--- src/sv/php_pkg.sv ---
// ----------------------------------------------------------------------------
// php_pkg
// Shared types and constants of the packet header parse and filter block.
// ----------------------------------------------------------------------------
package php_pkg;

   // One packet byte as it travels from the input register to the parser
   typedef struct packed {
      logic [7:0] data_byte;
      logic       last_byte;
   } php_item_type;

   // Parse phase codes
   localparam logic [2:0] PH_ETH  = 3'd0;
   localparam logic [2:0] PH_TAG  = 3'd1;
   localparam logic [2:0] PH_IP4  = 3'd2;
   localparam logic [2:0] PH_IP6  = 3'd3;
   localparam logic [2:0] PH_DONE = 3'd4;

   // Ethertypes and IP protocol numbers
   localparam logic [15:0] ETYPE_CTAG = 16'h8100;
   localparam logic [15:0] ETYPE_STAG = 16'h88A8;
   localparam logic [15:0] ETYPE_IPV4 = 16'h0800;
   localparam logic [15:0] ETYPE_IPV6 = 16'h86DD;
   localparam logic [7:0]  PROTO_ICMP4 = 8'd1;
   localparam logic [7:0]  PROTO_ICMP6 = 8'd58;

   // Header lengths in bytes, at offset width
   localparam logic [6:0] ETH_HLEN    = 7'd14;
   localparam logic [6:0] TAG_HLEN    = 7'd4;
   localparam logic [6:0] IP4_MIN_LEN = 7'd20;
   localparam logic [6:0] IP6_LEN     = 7'd40;
   localparam logic [6:0] ICMP_LEN    = 7'd8;

   // Byte offsets inside headers
   localparam logic [6:0] ETH_TYPE_HI  = 7'd12;
   localparam logic [6:0] ETH_TYPE_LO  = 7'd13;
   localparam logic [6:0] TAG_TYPE_HI  = 7'd2;
   localparam logic [6:0] TAG_TYPE_LO  = 7'd3;
   localparam logic [6:0] IP4_VER_IHL  = 7'd0;
   localparam logic [6:0] IP4_PROTO    = 7'd9;
   localparam logic [6:0] IP6_NEXT_HDR = 7'd6;
   localparam logic [7:0] ICMP_SEQ_HI  = 8'd6;
   localparam logic [7:0] ICMP_SEQ_LO  = 8'd7;

   localparam logic [6:0] OFFSET_MAX = 7'd127;
   localparam logic [2:0] TAG_LIMIT  = 3'd7;

   // Verdict codes
   localparam logic VERDICT_PASS = 1'b0;
   localparam logic VERDICT_DROP = 1'b1;

endpackage

--- src/sv/php_parse.sv ---
// ----------------------------------------------------------------------------
// php_parse
// Per-byte header parser state and the verdict for the byte being stepped.
// ----------------------------------------------------------------------------
module php_parse #(
   parameter int MAX_TAGS = 4
) (
   input  logic                  clock,
   input  logic                  reset,
   input  logic                  step_en,
   input  php_pkg::php_item_type item,
   output logic                  verdict
);
   import php_pkg::*;

   logic [6:0]  byte_offset_ff, byte_offset_in;
   logic [6:0]  header_start_ff, header_start_in;
   logic [2:0]  parse_phase_ff, parse_phase_in;
   logic [15:0] next_type_ff, next_type_in;
   logic [2:0]  tag_count_ff, tag_count_in;
   logic [7:0]  upper_protocol_ff, upper_protocol_in;
   logic [6:0]  required_end_ff, required_end_in;
   logic [15:0] echo_sequence_ff, echo_sequence_in;
   logic        drop_pending_ff, drop_pending_in;
   logic [6:0]  icmp_start_ff, icmp_start_in;
   logic        icmp_known_ff, icmp_known_in;

   logic [6:0] rel;
   logic [6:0] disp_start;
   logic       do_disp;
   logic       do_proto;
   logic [6:0] ip4_end;
   logic [6:0] icmp_end;
   logic       tag_room;
   logic       drop;

   always_comb begin
      byte_offset_in    = byte_offset_ff;
      header_start_in   = header_start_ff;
      parse_phase_in    = parse_phase_ff;
      next_type_in      = next_type_ff;
      tag_count_in      = tag_count_ff;
      upper_protocol_in = upper_protocol_ff;
      required_end_in   = required_end_ff;
      echo_sequence_in  = echo_sequence_ff;
      drop_pending_in   = drop_pending_ff;
      icmp_start_in     = icmp_start_ff;
      icmp_known_in     = icmp_known_ff;

      rel        = byte_offset_ff - header_start_ff;
      disp_start = header_start_ff;
      do_disp    = 1'b0;
      do_proto   = 1'b0;
      ip4_end    = header_start_ff + {1'b0, item.data_byte[3:0], 2'b00};
      icmp_end   = icmp_start_ff + ICMP_LEN;

      // capture the echo sequence, big endian
      if (icmp_known_ff) begin
         if ({1'b0, byte_offset_ff} == {1'b0, icmp_start_ff} + ICMP_SEQ_HI) begin
            echo_sequence_in[15:8] = item.data_byte;
         end else if ({1'b0, byte_offset_ff} == {1'b0, icmp_start_ff} + ICMP_SEQ_LO) begin
            echo_sequence_in[7:0] = item.data_byte;
         end
      end

      if (byte_offset_ff >= header_start_ff) begin
         case (parse_phase_ff)
            PH_ETH: begin
               if (rel == ETH_TYPE_HI) begin
                  next_type_in = {item.data_byte, 8'h00};
               end else if (rel == ETH_TYPE_LO) begin
                  next_type_in = next_type_ff | {8'h00, item.data_byte};
                  do_disp      = 1'b1;
                  disp_start   = header_start_ff + ETH_HLEN;
               end
            end
            PH_TAG: begin
               if (rel == TAG_TYPE_HI) begin
                  next_type_in = {item.data_byte, 8'h00};
               end else if (rel == TAG_TYPE_LO) begin
                  next_type_in = next_type_ff | {8'h00, item.data_byte};
                  tag_count_in = tag_count_ff + 3'd1;
                  do_disp      = 1'b1;
                  disp_start   = header_start_ff + TAG_HLEN;
               end
            end
            PH_IP4: begin
               if (rel == IP4_VER_IHL) begin
                  icmp_start_in = ip4_end;
                  icmp_known_in = 1'b1;
                  if (ip4_end > required_end_ff) begin
                     required_end_in = ip4_end;
                  end
               end else if (rel == IP4_PROTO) begin
                  do_proto = 1'b1;
               end
            end
            PH_IP6: begin
               if (rel == IP6_NEXT_HDR) begin
                  do_proto = 1'b1;
               end
            end
            default: begin
            end
         endcase
      end

      // flag ICMP for the sequence check and extend the needed length
      if (do_proto) begin
         upper_protocol_in = item.data_byte;
         if (item.data_byte inside {PROTO_ICMP4, PROTO_ICMP6}) begin
            drop_pending_in = 1'b1;
            if (icmp_end > required_end_ff) begin
               required_end_in = icmp_end;
            end
         end
      end

      // pick the next header from the ethertype just completed
      tag_room = ({1'b0, tag_count_in} < 4'(MAX_TAGS)) && (tag_count_in < TAG_LIMIT);
      if (do_disp) begin
         header_start_in = disp_start;
         if ((next_type_in inside {ETYPE_CTAG, ETYPE_STAG}) && tag_room) begin
            parse_phase_in  = PH_TAG;
            required_end_in = disp_start + TAG_HLEN;
         end else if (next_type_in == ETYPE_IPV6) begin
            parse_phase_in  = PH_IP6;
            required_end_in = disp_start + IP6_LEN;
            icmp_start_in   = disp_start + IP6_LEN;
            icmp_known_in   = 1'b1;
         end else if (next_type_in == ETYPE_IPV4) begin
            parse_phase_in  = PH_IP4;
            required_end_in = disp_start + IP4_MIN_LEN;
         end else begin
            parse_phase_in = PH_DONE;
         end
      end

      drop = ({1'b0, byte_offset_ff} + 8'd1 < {1'b0, required_end_in}) ||
             (drop_pending_in && !echo_sequence_in[0]);
      verdict = drop ? VERDICT_DROP : VERDICT_PASS;

      if (byte_offset_ff < OFFSET_MAX) begin
         byte_offset_in = byte_offset_ff + 7'd1;
      end
   end

   always_ff @(posedge clock) begin
      if (reset || (step_en && item.last_byte)) begin
         byte_offset_ff    <= '0;
         header_start_ff   <= '0;
         parse_phase_ff    <= PH_ETH;
         next_type_ff      <= '0;
         tag_count_ff      <= '0;
         upper_protocol_ff <= '0;
         required_end_ff   <= ETH_HLEN;
         echo_sequence_ff  <= '0;
         drop_pending_ff   <= 1'b0;
         icmp_start_ff     <= '0;
         icmp_known_ff     <= 1'b0;
      end else if (step_en) begin
         byte_offset_ff    <= byte_offset_in;
         header_start_ff   <= header_start_in;
         parse_phase_ff    <= parse_phase_in;
         next_type_ff      <= next_type_in;
         tag_count_ff      <= tag_count_in;
         upper_protocol_ff <= upper_protocol_in;
         required_end_ff   <= required_end_in;
         echo_sequence_ff  <= echo_sequence_in;
         drop_pending_ff   <= drop_pending_in;
         icmp_start_ff     <= icmp_start_in;
         icmp_known_ff     <= icmp_known_in;
      end
   end

endmodule

--- src/sv/packet_header_parse_filter_core.sv ---
// ----------------------------------------------------------------------------
// packet_header_parse_filter_core
// Ethernet / VLAN / IPv4 / IPv6 / ICMP header parser with echo filter.
// ----------------------------------------------------------------------------
// Usage:
//   The req_ stream carries packet bytes in wire order, one item per byte,
//   with req_tlast on the final byte. The parser walks the Ethernet header,
//   up to MAX_TAGS (at most 7) 802.1Q/802.1ad tags, an IPv4 or IPv6
//   header and the ICMP header. For every packet exactly one item leaves
//   on the rsp_ stream, after its last byte: verdict 1 drops (a needed
//   header was cut short, or an ICMP echo sequence is even), 0 passes.
//   Other bytes give no result. Throughput: one byte per cycle while no
//   verdict waits on a stalled receiver. A byte is held in the input
//   register, parsed by the logic between it and the result register,
//   and a last byte's verdict is loaded there, driving rsp_tvalid.
//   Reset (synchronous) empties both registers and returns the parser to
//   the start of a packet. When the receiver stalls, the verdict holds in
//   the result register; bytes keep flowing until the next last byte needs
//   that register, and then req_tready drops until the verdict is taken.
// ----------------------------------------------------------------------------
module packet_header_parse_filter_core #(
   parameter int MAX_TAGS = 4
) (
   input  logic       clock,
   input  logic       reset,
   input  logic       req_tvalid,
   output logic       req_tready,
   input  logic [7:0] req_tdata,   // [7:0] data_byte
   input  logic       req_tlast,   // last_byte
   output logic       rsp_tvalid,
   input  logic       rsp_tready,
   output logic [7:0] rsp_tdata    // [0] verdict, [7:1] zero
);
   import php_pkg::*;

   // Input register
   logic         in_valid_ff;
   php_item_type in_item_ff;

   // Result register
   logic rsp_valid_ff;
   logic verdict_ff;

   logic rsp_free;
   logic advance;
   logic verdict;

   // A result slot is free when empty or being drained this cycle
   assign rsp_free = !rsp_valid_ff || rsp_tready;
   // Step the parser; a last byte also needs the result slot
   assign advance  = in_valid_ff && (!in_item_ff.last_byte || rsp_free);
   assign req_tready = !in_valid_ff || advance;

   always_ff @(posedge clock) begin
      if (reset) begin
         in_valid_ff <= 1'b0;
      end else if (req_tready) begin
         in_valid_ff <= req_tvalid;
      end
   end

   always_ff @(posedge clock) begin
      if (req_tready && req_tvalid) begin
         in_item_ff.data_byte <= req_tdata;
         in_item_ff.last_byte <= req_tlast;
      end
   end

   php_parse #(
      .MAX_TAGS (MAX_TAGS)
   ) u_parse (
      .clock   (clock),
      .reset   (reset),
      .step_en (advance),
      .item    (in_item_ff),
      .verdict (verdict)
   );

   // Load a verdict on each last byte; drop the slot once taken
   always_ff @(posedge clock) begin
      if (reset) begin
         rsp_valid_ff <= 1'b0;
      end else if (advance && in_item_ff.last_byte) begin
         rsp_valid_ff <= 1'b1;
      end else if (rsp_tready) begin
         rsp_valid_ff <= 1'b0;
      end
   end

   always_ff @(posedge clock) begin
      if (advance && in_item_ff.last_byte) begin
         verdict_ff <= verdict;
      end
   end

   assign rsp_tvalid = rsp_valid_ff;
   assign rsp_tdata  = {7'd0, verdict_ff};

endmodule

--- config.mk ---
export PLATFORM = sky130hd
export DESIGN_NAME = packet_header_parse_filter_core
export DESIGN_NICKNAME = d
export VERILOG_FILES = /design/src/sv/php_pkg.sv /design/src/sv/php_parse.sv /design/src/sv/packet_header_parse_filter_core.sv
export SDC_FILE = /design/constraint.sdc
export NUM_CORES = 1
export LEC_CHECK = 0
export ABC_AREA = 1
export BUFFER_PORTS_ARGS = -buffer_cell sky130_fd_sc_hd__clkbuf_2
export CAP_MARGIN = 20
export CELL_PAD_IN_SITES_DETAIL_PLACEMENT = 0
export CELL_PAD_IN_SITES_GLOBAL_PLACEMENT = 1
export CORE_UTILIZATION = 40
export DETAILED_ROUTE_END_ITERATION = 12
export PLACE_DENSITY = 0.72
export SYNTH_ARGS = -nofsm -noshare
export SYNTH_HDL_FRONTEND = slang
export SYNTH_SLANG_ARGS = --single-unit
--- constraint.sdc ---
create_clock -name clock -period 8 [get_ports clock]
set_input_delay 0.8 -clock clock [delete_from_list [all_inputs] [get_ports clock]]
set_output_delay 0.8 -clock clock [all_outputs]
set_load 0.1 [all_outputs]
Word level (Yosys, flattened, before mapping). Cells that the tools add are included.

Bits in read-only memories: 0. Register bits after elaboration: 65. Input port bits: 13. Memories kept: 0. Latch bits: 0. RAM bits: 0.

Mux-type cells: 61. Shift-type cells: 0. Add/sub/neg operators: 13. Div/mod/pow operators: 0. Multipliers: 0. Bitwise logic cells: 1. Equal/unequal tests: 17. Reduce and logical (&&, ||, !) cells: 22. Order comparisons: 7.

Operators by type and width (number): 7-bit two-way mux (22); 16-bit two-way mux (5); 16-bit == test, second input constant (3); 16-bit one-hot mux with 2 select lines (1); 1-bit two-way mux (23); 7-bit by 4-bit == test with 1-bit output, second input constant (3); 3-bit two-way mux (7); 7-bit by 3-bit adder with 8-bit output, second input constant (2); 16-bit by 12-bit == test with 1-bit output, second input constant (1); 7-bit by 8-bit == test with 1-bit output (2); 16-bit by 8-bit bitwise OR with 16-bit output (1); 7-bit by 3-bit adder with 7-bit output, second input constant (2); 7-bit by 4-bit adder with 7-bit output, second input constant (2); 7-bit by 2-bit == test with 1-bit output, second input constant (2); 7-bit > comparator (2); 7-bit one-hot mux with 2 select lines (1); 7-bit by 1-bit adder with 8-bit output, second input constant (1); 8-bit by 1-bit == test with 1-bit output, second input constant (1); 8-bit by 6-bit == test with 1-bit output, second input constant (1); 8-bit by 7-bit less-than comparator with 1-bit output (1); 7-bit by 1-bit adder with 7-bit output, second input constant (1); 7-bit by 5-bit adder with 7-bit output, second input constant (1); 7-bit by 6-bit adder with 7-bit output (1); 7-bit by 6-bit adder with 7-bit output, second input constant (1); other kinds (16) (34).

Depth between registers and ports, before layout. Gate-level depths: netlist (run 1).

Word-level depth: 16. Depth in mapped cells: 34.

Modules after synthesis. Synthesis (run 1) repeated with hierarchy kept, for this count alone.

Cells, all modules: 827. Area total of the unflattened synthesis: 5504.0 um^2.

Modules (own cells, without submodules): php_parse (area each 5018.6 um^2, instances 1, sequential area each 1041.0 um^2, cells each 789); packet_header_parse_filter_core (area each 485.5 um^2, instances 1, sequential area each 340.3 um^2, cells each 38).

Least setup slack after synthesis (run 1). OpenSTA, ideal clock, no wires.

Path type: reg-to-reg. Start: register u_parse.byte_offset_ff[1]. End: register verdict_ff, data pin. Clock period less this slack: 3.903 ns. Stages on the path, launching flop included: 31. Slack: 4.097 ns. Path buffers: 0. Arrival: 3.651 ns. Data required time: 7.748 ns. Library setup time: 0.252 ns. Cells stage by stage: dfxtp_1 inv_1 ha_1 fa_1 inv_1 nand3_1 nand3_1 nand2_1 nor2_4 nand2_1 inv_2 nand2_1 inv_1 a21oi_1 o21ai_0 nand2_1 a21oi_1 ha_1 nand2_1 nor2_1 xnor2_1 nand2_1 nand3_1 nand2_1 nand2_1 inv_1 ha_1 and3_1 nand2_1 nand2_1 nand2_1.

RTL lines: start, declared (RTL line php_parse.sv:16) `logic [6:0] byte_offset_ff, byte_offset_in;`; start signal, assigned (RTL line php_parse.sv:162) `byte_offset_ff <= byte_offset_in;`; 7-bit subtractor (RTL line php_parse.sv:50) `rel = byte_offset_ff - header_start_ff;`; 7-bit by 2-bit == test with 1-bit output / 7-bit by 4-bit == test with 1-bit output (equally long branches) (RTL line php_parse.sv:80, php_parse.sv:71); 7-bit two-way mux, on equally long branches (RTL line php_parse.sv:80, php_parse.sv:71); 7-bit two-way mux, on equally long branches (RTL line php_parse.sv:78, php_parse.sv:69); 7-bit one-hot mux with 2 select lines (RTL line php_parse.sv:67) `case (parse_phase_ff)`; 7-bit two-way mux (*) (RTL line php_parse.sv:66) `if (byte_offset_ff >= header_start_ff) begin`; net u_parse.disp_start[3] (RTL line php_parse.sv:29) `logic [6:0] disp_start;`; 7-bit by 5-bit adder with 7-bit output (RTL line php_parse.sv:133) `required_end_in = disp_start + IP4_MIN_LEN;`; 7-bit two-way mux (RTL line php_parse.sv:131) `end else if (next_type_in == ETYPE_IPV4) begin`; 7-bit two-way mux (RTL line php_parse.sv:126) `end else if (next_type_in == ETYPE_IPV6) begin`; 7-bit two-way mux (*) (RTL line php_parse.sv:123) `if ((next_type_in inside {ETYPE_CTAG, ETYPE_STAG}) && tag_room) begin`; 7-bit two-way mux (*) (RTL line php_parse.sv:121) `if (do_disp) begin`; 8-bit by 7-bit less-than comparator with 1-bit output (*) (RTL line php_parse.sv:139) `drop = ({1'b0, byte_offset_ff} + 8'd1 < {1'b0, required_end_in}) ||`; 1-bit logical OR (*) (RTL line php_parse.sv:139); net u_parse.drop (RTL line php_parse.sv:35) `logic drop;`; 1-bit two-way mux (*) (RTL line php_parse.sv:141) `verdict = drop ? VERDICT_DROP : VERDICT_PASS;`; end signal, assigned (RTL line packet_header_parse_filter_core.sv:92) `verdict_ff <= verdict;`; end, declared (RTL line packet_header_parse_filter_core.sv:42) `logic verdict_ff;`.

Mark *: on every way through the listed nets, which the timed path passes. The rest lies on a longest branch. A chain may end at the register's enable or synchronous reset.

Worst setup path after layout (run 1).
Start: register u_parse.header_start_ff[3]. End: register verdict_ff, data pin.

Cells in the longest elaborated chain, start to end: 16.

RTL lines: start, declared (RTL line php_parse.sv:17) `logic [6:0] header_start_ff, header_start_in;`; start signal, assigned (RTL line php_parse.sv:163) `header_start_ff <= header_start_in;`; branches (longest 14 deep; another with 8-bit by 7-bit less-than comparator with 1-bit output); 1-bit logical OR (*) (RTL line php_parse.sv:139); net u_parse.drop (RTL line php_parse.sv:35); 1-bit two-way mux (*) (RTL line php_parse.sv:141).

Mark *: on every way through the listed nets, which the timed path passes.

==> results of run 1 <==
[cell usage after synthesis (4+ instances only)]
library cell    n
nand2_1       184
inv_1         134
a21oi_1        67
nor2_1         63
o21ai_0        55
dfxtp_1        54
nand3_1        48
ha_1           42
xor2_1         22
o211ai_1       18
nand2_2        17
clkbuf_1       15
nand4_1        12
edfxtp_1       10
buf_4           9
nand2_4         9
nor3_1          9
nor2_2          7
xnor2_1         7
inv_2           6
nand3_2         5
o21ai_1         5
o22ai_1         4
[layer usage]
layer	share of wire	track usage
met4	0.018	0.09105
met5	0	0
met2	0.46	0.3984
met3	0.042	0.03947
met1	0.48	0.3208
[state kept, by name, summed over array words and instances (netlist names)]
| register | cells |
|---|---|
| u_parse.tag_count_ff | 3 |
| in_valid_ff | 1 |
| u_parse.parse_phase_ff | 3 |
| rsp_tvalid | 1 |
| u_parse.required_end_ff | 7 |
| u_parse.byte_offset_ff | 7 |
| u_parse.echo_sequence_ff | 1 |
| u_parse.icmp_known_ff | 1 |
| u_parse.next_type_ff | 16 |
| verdict_ff | 1 |
| u_parse.drop_pending_ff | 1 |
| u_parse.header_start_ff | 6 |
| in_item_ff | 9 |
| u_parse.icmp_start_ff | 7 |
[report_power, final]
part           total [uW]  leakage [uW]  switching (uW)  internal, uW
sequential            357      0.000536            15.6           341
clock                 357      0.000125             150           206
combinational         220       0.00239             156          64.5
total                 934       0.00305             322           612
[layout by cell type, fill, tap and decap left out, types with 3 or more instances in the layout]
cell / count
nand2_1: 184
inv_1: 134
a21oi_1: 67
nor2_1: 63
o21ai_0: 55
dfxtp_1: 54
nand3_1: 48
ha_1: 42
xor2_1: 22
o211ai_1: 18
nand2_2: 17
clkbuf_2: 15
nand4_1: 12
edfxtp_1: 10
nor3_1: 9
nand2_4: 9
clkbuf_16: 9
nor2_2: 7
xnor2_1: 7
conb_1: 7
inv_2: 6
nand3_2: 5
o21ai_1: 5
clkinv_2: 4
o22ai_1: 4
o21a_1: 3
nor3_2: 3
o21ai_2: 3
nand3b_1: 3
a31oi_1: 3
[area by class of cell]
type	instances	area, um^2	share of cell area
tap	180	225.2	0.03664
clock buffer	11	232.7	0.03787
multi-input combinational	626	3656	0.5949
inverter	143	538.0	0.08754
sequential	64	1381	0.2248
clock inverter	4	22.52	0.003664
timing repair buffer	17	90.09	0.01466
[worst max-delay path, cell delays in order (launching register included)]
cell	delay [ns]
dfxtp_1	0.51
inv_1	0.17
ha_1	0.45
nand2_1	0.12
nor2_1	0.12
nand3_1	0.09
nand3_2	0.28
inv_2	0.14
nor2_2	0.50
nand3_4	0.33
nand2_1	0.17
nand2_2	0.10
inv_2	0.08
nand3_1	0.13
nor3_1	0.29
nand3_2	0.15
a21oi_2	0.22
nand2_1	0.09
nand3_1	0.08
nand2_1	0.07
nand2_1	0.08
inv_1	0.04
ha_1	0.31
a21oi_1	0.16
nand3_1	0.13
inv_1	0.07
nand2_1	0.05
nand2_1	0.05
[through the flow]
step | util | power (uW) | cell area [um^2]
2_1_floorplan | - | 532.9 | 5729
3_3_place_gp | 0.4244 | 582.1 | 5891
3_5_place_dp | 0.4244 | 583.1 | 5891
4_1_cts | 0.4428 | 942.4 | 6146
5_1_grt | 0.4428 | 980.7 | 6146
6_report | 0.4428 | 933.6 | 6146
[worst max-delay path by stage]
stage,slack [ns],from,cells after the start,to
2_1_floorplan,4.10,u_parse.byte_offset_ff[1],30,verdict_ff
3_3_place_gp,3.08,u_parse.header_start_ff[3],27,verdict_ff
3_5_place_dp,2.88,u_parse.header_start_ff[3],26,verdict_ff
4_1_cts,2.86,u_parse.header_start_ff[3],27,verdict_ff
5_1_grt,2.33,u_parse.header_start_ff[3],27,verdict_ff
6_report,2.87,u_parse.header_start_ff[3],27,verdict_ff
[cells by family after synthesis]
| logic type | synth area share |
|---|---|
| AOI/OAI and AO/OA | 0.1719 |
| xor gates and xnor gates | 0.04736 |
| adders and majority gates | 0.09910 |
| buffers and inverters | 0.1212 |
| DFF | 0.2421 |
| muxes | 0.003508 |
| other | 0.0006571 |
| and+or+nand+nor | 0.3142 |
==> impl_metrics.py, run 1 <==
metrics = {
    "cts": {
        "cts_max_path_buffers": 2,
        "cts_tree": "built",
        "root_buffer": "clkbuf_16",
        "cts_made_buffers": 9,
        "cts_setup_buffers": 0,
        "cts_hold_buf": 0,
        "cts.clk_slew.worst_paths_ns": 0.05,
        "clkLatencyLatePin_ns": 0.35,
        "clock_sinks": 64,
        "htree_num_levels": 3,
        "cts_resized": 0,
    },
    "detailed_routing": {
        "vias": 5408,
        "via_per_inst": 5.175,
        "first_iter_violations": 379,
        "routed_wl_um": 16740,
        "wl_per_cell_um": 16.02,
        "drt-pass1-iter-count": 5,
        "ant_nets": 0,
        "drcViolationCount": 0,
    },
    "floorplanning": {
        "rows": 43,
        "coreArea_um2": 13880,
        "die_y_um": 121.4,
        "dieArea_um2": 14750,
        "initial_utilization": 0.4111,
        "ios": 23,
        "die_w_um": 121.4,
    },
    "critical_path": {
        "setup.worst_path.class": "reg -> reg",
        "critical_path_arrival_ns": 5.34,
        "r2r_slack_ns": 2.87,
        "r2r_cells": 27,
        "r2r_start": "u_parse.header_start_ff[3]",
        "cp-end-kind": "register",
        "r2r_end": "verdict_ff",
        "start_kind": "register",
        "crit_fanout": 15,
        "critical_path_required_ns": 8.22,
    },
    "pwr": {
        "p_leak_uw": 0.003055,
        "power.density_nw_per_um2": 151.9,
        "vdd_ir_drop_max_uv": 98.57,
    },
    "layout": {
        "drive_gt1_frac": 0.1133,
        "nFillCells": 1466,
        "fin_nets": 918,
        "n_antenna_cell": 0,
        "syn_to_final_growth_pct": 7.696,
        "layout.cells.non_filler": 1045,
    },
    "global_route": {
        "grt_first_pass_wirelength_um": 27060,
        "track_usage": 0.2440,
        "antenna_found_initial": 0,
        "grt_pass1_vias": 5073,
        "grt_start_max_net_pins": 40,
        "grt-ovfl-total": 0,
    },
    "placement": {
        "place_inst": 1030,
        "gp_congestion": 0.9366,
        "place_ws_ns": 2.883,
        "io_buffers": 15,
        "dp_hpwl_um": 13330,
    },
    "timing": {
        "finalSetupViolCount": 0,
        "fmax_ghz": 0.1950,
        "slew_violations": 0,
        "fin_crit_sh": 0.6411,
        "finalSetupTns_ns": 0,
        "worstMarginPinSlew_ns": 0.9999,
        "rsz0062_at_grt": "no",
        "hold_viol_final": 0,
        "min_period_ns": 5.129,
        "holdWs_ns": 0.4599,
        "finClkSkew_ns": 0.004652,
        "maxSlewHeadroom": 0.3334,
        "layout_setup_ws_ns": 2.871,
    },
    "min_path": {
        "holdCritStartpoint": "u_parse.tag_count_ff[0]",
        "hold_path_depth": 1,
        "holdPathEnd": "u_parse.tag_count_ff[0]",
        "min_path_type": "reg -> reg",
    },
    "yosys": {
        "postSynthAreaPerCell_um2": 6.675,
        "syn_area_um2": 5707,
        "yosysWarnings": 0,
        "synth.largest_area_cell": "dfxtp_1",
        "synth_top_area_frac": 0.1894,
        "synth_ff_type": "dfxtp_1",
        "synthCells": 855,
        "ys_seq_area_frac": 0.2421,
        "yosys-top-cells-area": "dfxtp_1 (19%), nand2_1 (12%), ha_1 (9.2%)",
        "synth_seq_cells": 64,
        "ys_async_sr_fraction": 0,
        "synth_edf_count": 10,
        "synth.distinct_cells": 54,
    },
    "job": {
        "max_cap_violations": 0,
    },
    "status": {
        "status": "finished, final reports clean",
    },
}
Power figures use the tool's default switching activity.
==> run 2, diff against run 1 <==
--- a/config.mk
+++ b/config.mk
@@ -12,7 +12,7 @@
 export CELL_PAD_IN_SITES_GLOBAL_PLACEMENT = 1
 export CORE_UTILIZATION = 40
 export DETAILED_ROUTE_END_ITERATION = 12
-export PLACE_DENSITY = 0.72
+export PLACE_DENSITY = 0.75
 export SYNTH_ARGS = -nofsm -noshare
 export SYNTH_HDL_FRONTEND = slang
 export SYNTH_SLANG_ARGS = --single-unit
==> constraint.sdc (replaced) <==
create_clock -name clock -period 4.3 [get_ports clock]
set_input_delay 0.43 -clock clock [delete_from_list [all_inputs] [get_ports clock]]
set_output_delay 0.43 -clock clock [all_outputs]
set_load 0.1 [all_outputs]
==> impl_metrics.py, run 2 (same netlist as run 1, synthesis figures left out) <==
metrics = {
    "cts": {
        "cts_hold_buf": 0,
        "cts_made_buffers": 9,
        "clkLatencyLatePin_ns": 0.35,
        "root_buffer": "clkbuf_16",
        "cts_max_path_buffers": 2,
        "cts_tree": "built",
        "clock_sinks": 64,
        "htree_num_levels": 3,
        "cts.clk_slew.worst_paths_ns": 0.06,
    },
    "timing": {
        "finClkSkew_ns": 0.006406,
        "maxSlewHeadroom": 0.3387,
        "hold_viol_final": 0,
        "fmax_ghz": 0.2355,
        "rsz0062_at_grt": "yes",
        "finalSetupTns_ns": 0,
        "slew_violations": 0,
        "min_period_ns": 4.246,
        "fin_crit_sh": 0.9874,
        "worstMarginPinSlew_ns": 0.9908,
        "finalSetupViolCount": 0,
    },
    "critical_path": {
        "crit_fanout": 7,
        "r2r_start": "u_parse.byte_offset_ff[1]",
        "endpoint": "verdict_ff",
        "r2r_end": "verdict_ff",
        "start_kind": "register",
        "setup.worst_path.class": "reg -> reg",
        "critical_path_arrival_ns": 4.35,
        "r2r_cells": 28,
        "r2r_slack_ns": 0.05,
        "critPathSlowestCell": "fa_2",
        "startpoint": "u_parse.byte_offset_ff[1]",
        "cp-end-kind": "register",
        "slowest_delay_ns": 0.41,
        "critical_path_required_ns": 4.41,
    },
    "global_route": {
        "grt_pass1_vias": 5590,
        "grt_first_pass_wirelength_um": 28840,
        "grt-ovfl-total": 0,
        "track_usage": 0.2589,
        "antenna_found_initial": 0,
        "grt_start_max_net_pins": 40,
    },
    "detailed_routing": {
        "routed_wl_um": 18300,
        "first_iter_violations": 384,
        "ant_nets": 0,
        "via_per_inst": 5.170,
        "drcViolationCount": 0,
        "wl_per_cell_um": 16.14,
        "vias": 5863,
        "drt-pass1-iter-count": 6,
    },
    "layout": {
        "mostFrequentLayoutCells": "nand2_1 (170), inv_1 (125), buf_4 (85)",
        "syn_to_final_growth_pct": 26.79,
        "layout.cells.non_filler": 1134,
        "drive_gt1_frac": 0.2495,
        "final_util": 0.5213,
        "largest-register": "u_parse.next_type_ff",
        "fin_nets": 1006,
        "largest_reg_flops": 16,
        "top_regs": "u_parse.next_type_ff (16), in_item_ff (9)",
        "mostFrequentLayoutCell": "nand2_1",
        "n_antenna_cell": 0,
    },
    "status": {
        "status": "finished, final reports clean",
    },
    "job": {
        "max_cap_violations": 0,
    },
    "placement": {
        "dp_hpwl_um": 14240,
        "place_inst": 1093,
        "gp_congestion": 0.9438,
        "io_buffers": 15,
    },
    "floorplanning": {
        "die_y_um": 121.4,
        "die_w_um": 121.4,
        "initial_utilization": 0.4111,
        "coreArea_um2": 13880,
        "rows": 43,
        "ios": 23,
        "dieArea_um2": 14750,
    },
    "pwr": {
        "p_leak_uw": 0.003574,
        "power.density_nw_per_um2": 283.5,
        "vdd_ir_drop_max_uv": 174.1,
    },
    "min_path": {
        "min_path_type": "in -> reg",
    },
}
-- run 2: cell count changes in the layout (fill, tap and decap cells not counted), sizes merged --
cell / previous run / this run
bufinv: 0 / 3
buf: 2 / 89
clkinv: 6 / 4
clkinvlp: 1 / 2
inv: 140 / 141
clkbuf: 26 / 25
-- run 2: routing by layer --
| layer | GRT usage | wire [um] | vias up |
|---|---|---|---|
| met4 | 0.1011 | 409 | 0 |
| li1 | - | - | 2956 |
| met1 | 0.3551 | 8669 | 2736 |
| met5 | 0 | 0 | - |
| met2 | 0.4116 | 8444 | 146 |
| met3 | 0.03008 | 777 | 25 |
-- run 2: where the power goes --
part           switching (uW)  total, uW  internal, uW
Combinational             340        536           197
Sequential               24.3        659           635
Clock                     289        856           567
-- run 2: worst min-delay path by stage --
| stage | from | end | slack (ns) | cells past startpoint |
|---|---|---|---|---|
| final | req_tdata[6] | in_item_ff[7] | 0.26 | 1 |
| after global routing | req_tdata[4] | in_item_ff[5] | 0.25 | 1 |
| after CTS | req_tdata[4] | in_item_ff[5] | 0.25 | 1 |
| after detailed placement | u_parse.tag_count_ff[0] | u_parse.tag_count_ff[0] | 0.46 | 1 |
| after global placement | u_parse.tag_count_ff[0] | u_parse.tag_count_ff[0] | 0.44 | 1 |
| after floorplan | u_parse.tag_count_ff[0] | u_parse.tag_count_ff[0] | 0.43 | 1 |
-- run 2: area by class of cell --
class | instances | area (um^2)
fillers | 1363 | 6645
well taps | 180 | 225.2
flip-flops and latches | 64 | 1385
inverters | 143 | 540.5
clock inverters | 7 | 118.9
clock buffers | 9 | 225.2
multi-input cells | 626 | 3949
repair buffers | 105 | 792.0
-- run 2: per-stage QoR --
stage | setup WS (ns) | power, uW | cell area [um^2] | hold slack [ns]
2_1_floorplan | 0.3965 | 991.5 | 5729 | 0.4290
3_3_place_gp | -0.04590 | 1129 | 6376 | 0.4436
3_5_place_dp | -0.09597 | 1133 | 6376 | 0.4647
4_1_cts | 0.005351 | 1997 | 6755 | 0.2473
5_1_grt | -0.2243 | 2150 | 7236 | 0.2487
6_report | 0.05400 | 2051 | 7236 | 0.2568
-- run 2: timing repair --
| action | in CTS | in global routing |
|---|---|---|
| gates resized for setup | 7 | 71 |
| buffers inserted | 0 | 24 |
| cloned | 0 | 1 |
| pin swaps | 2 | 42 |
| setup endpoints to repair | 1 | 1 |
-- run 2: critical path: cells and delay by family (launching register included) --
kind                     cells  cell delay, ns
XOR/XNOR                     1            0.27
adder cells (fa/ha/maj)      3            0.83
buffers and inverters        6            0.56
flip-flops                   1            0.33
AND/OR/NAND/NOR             18            1.99
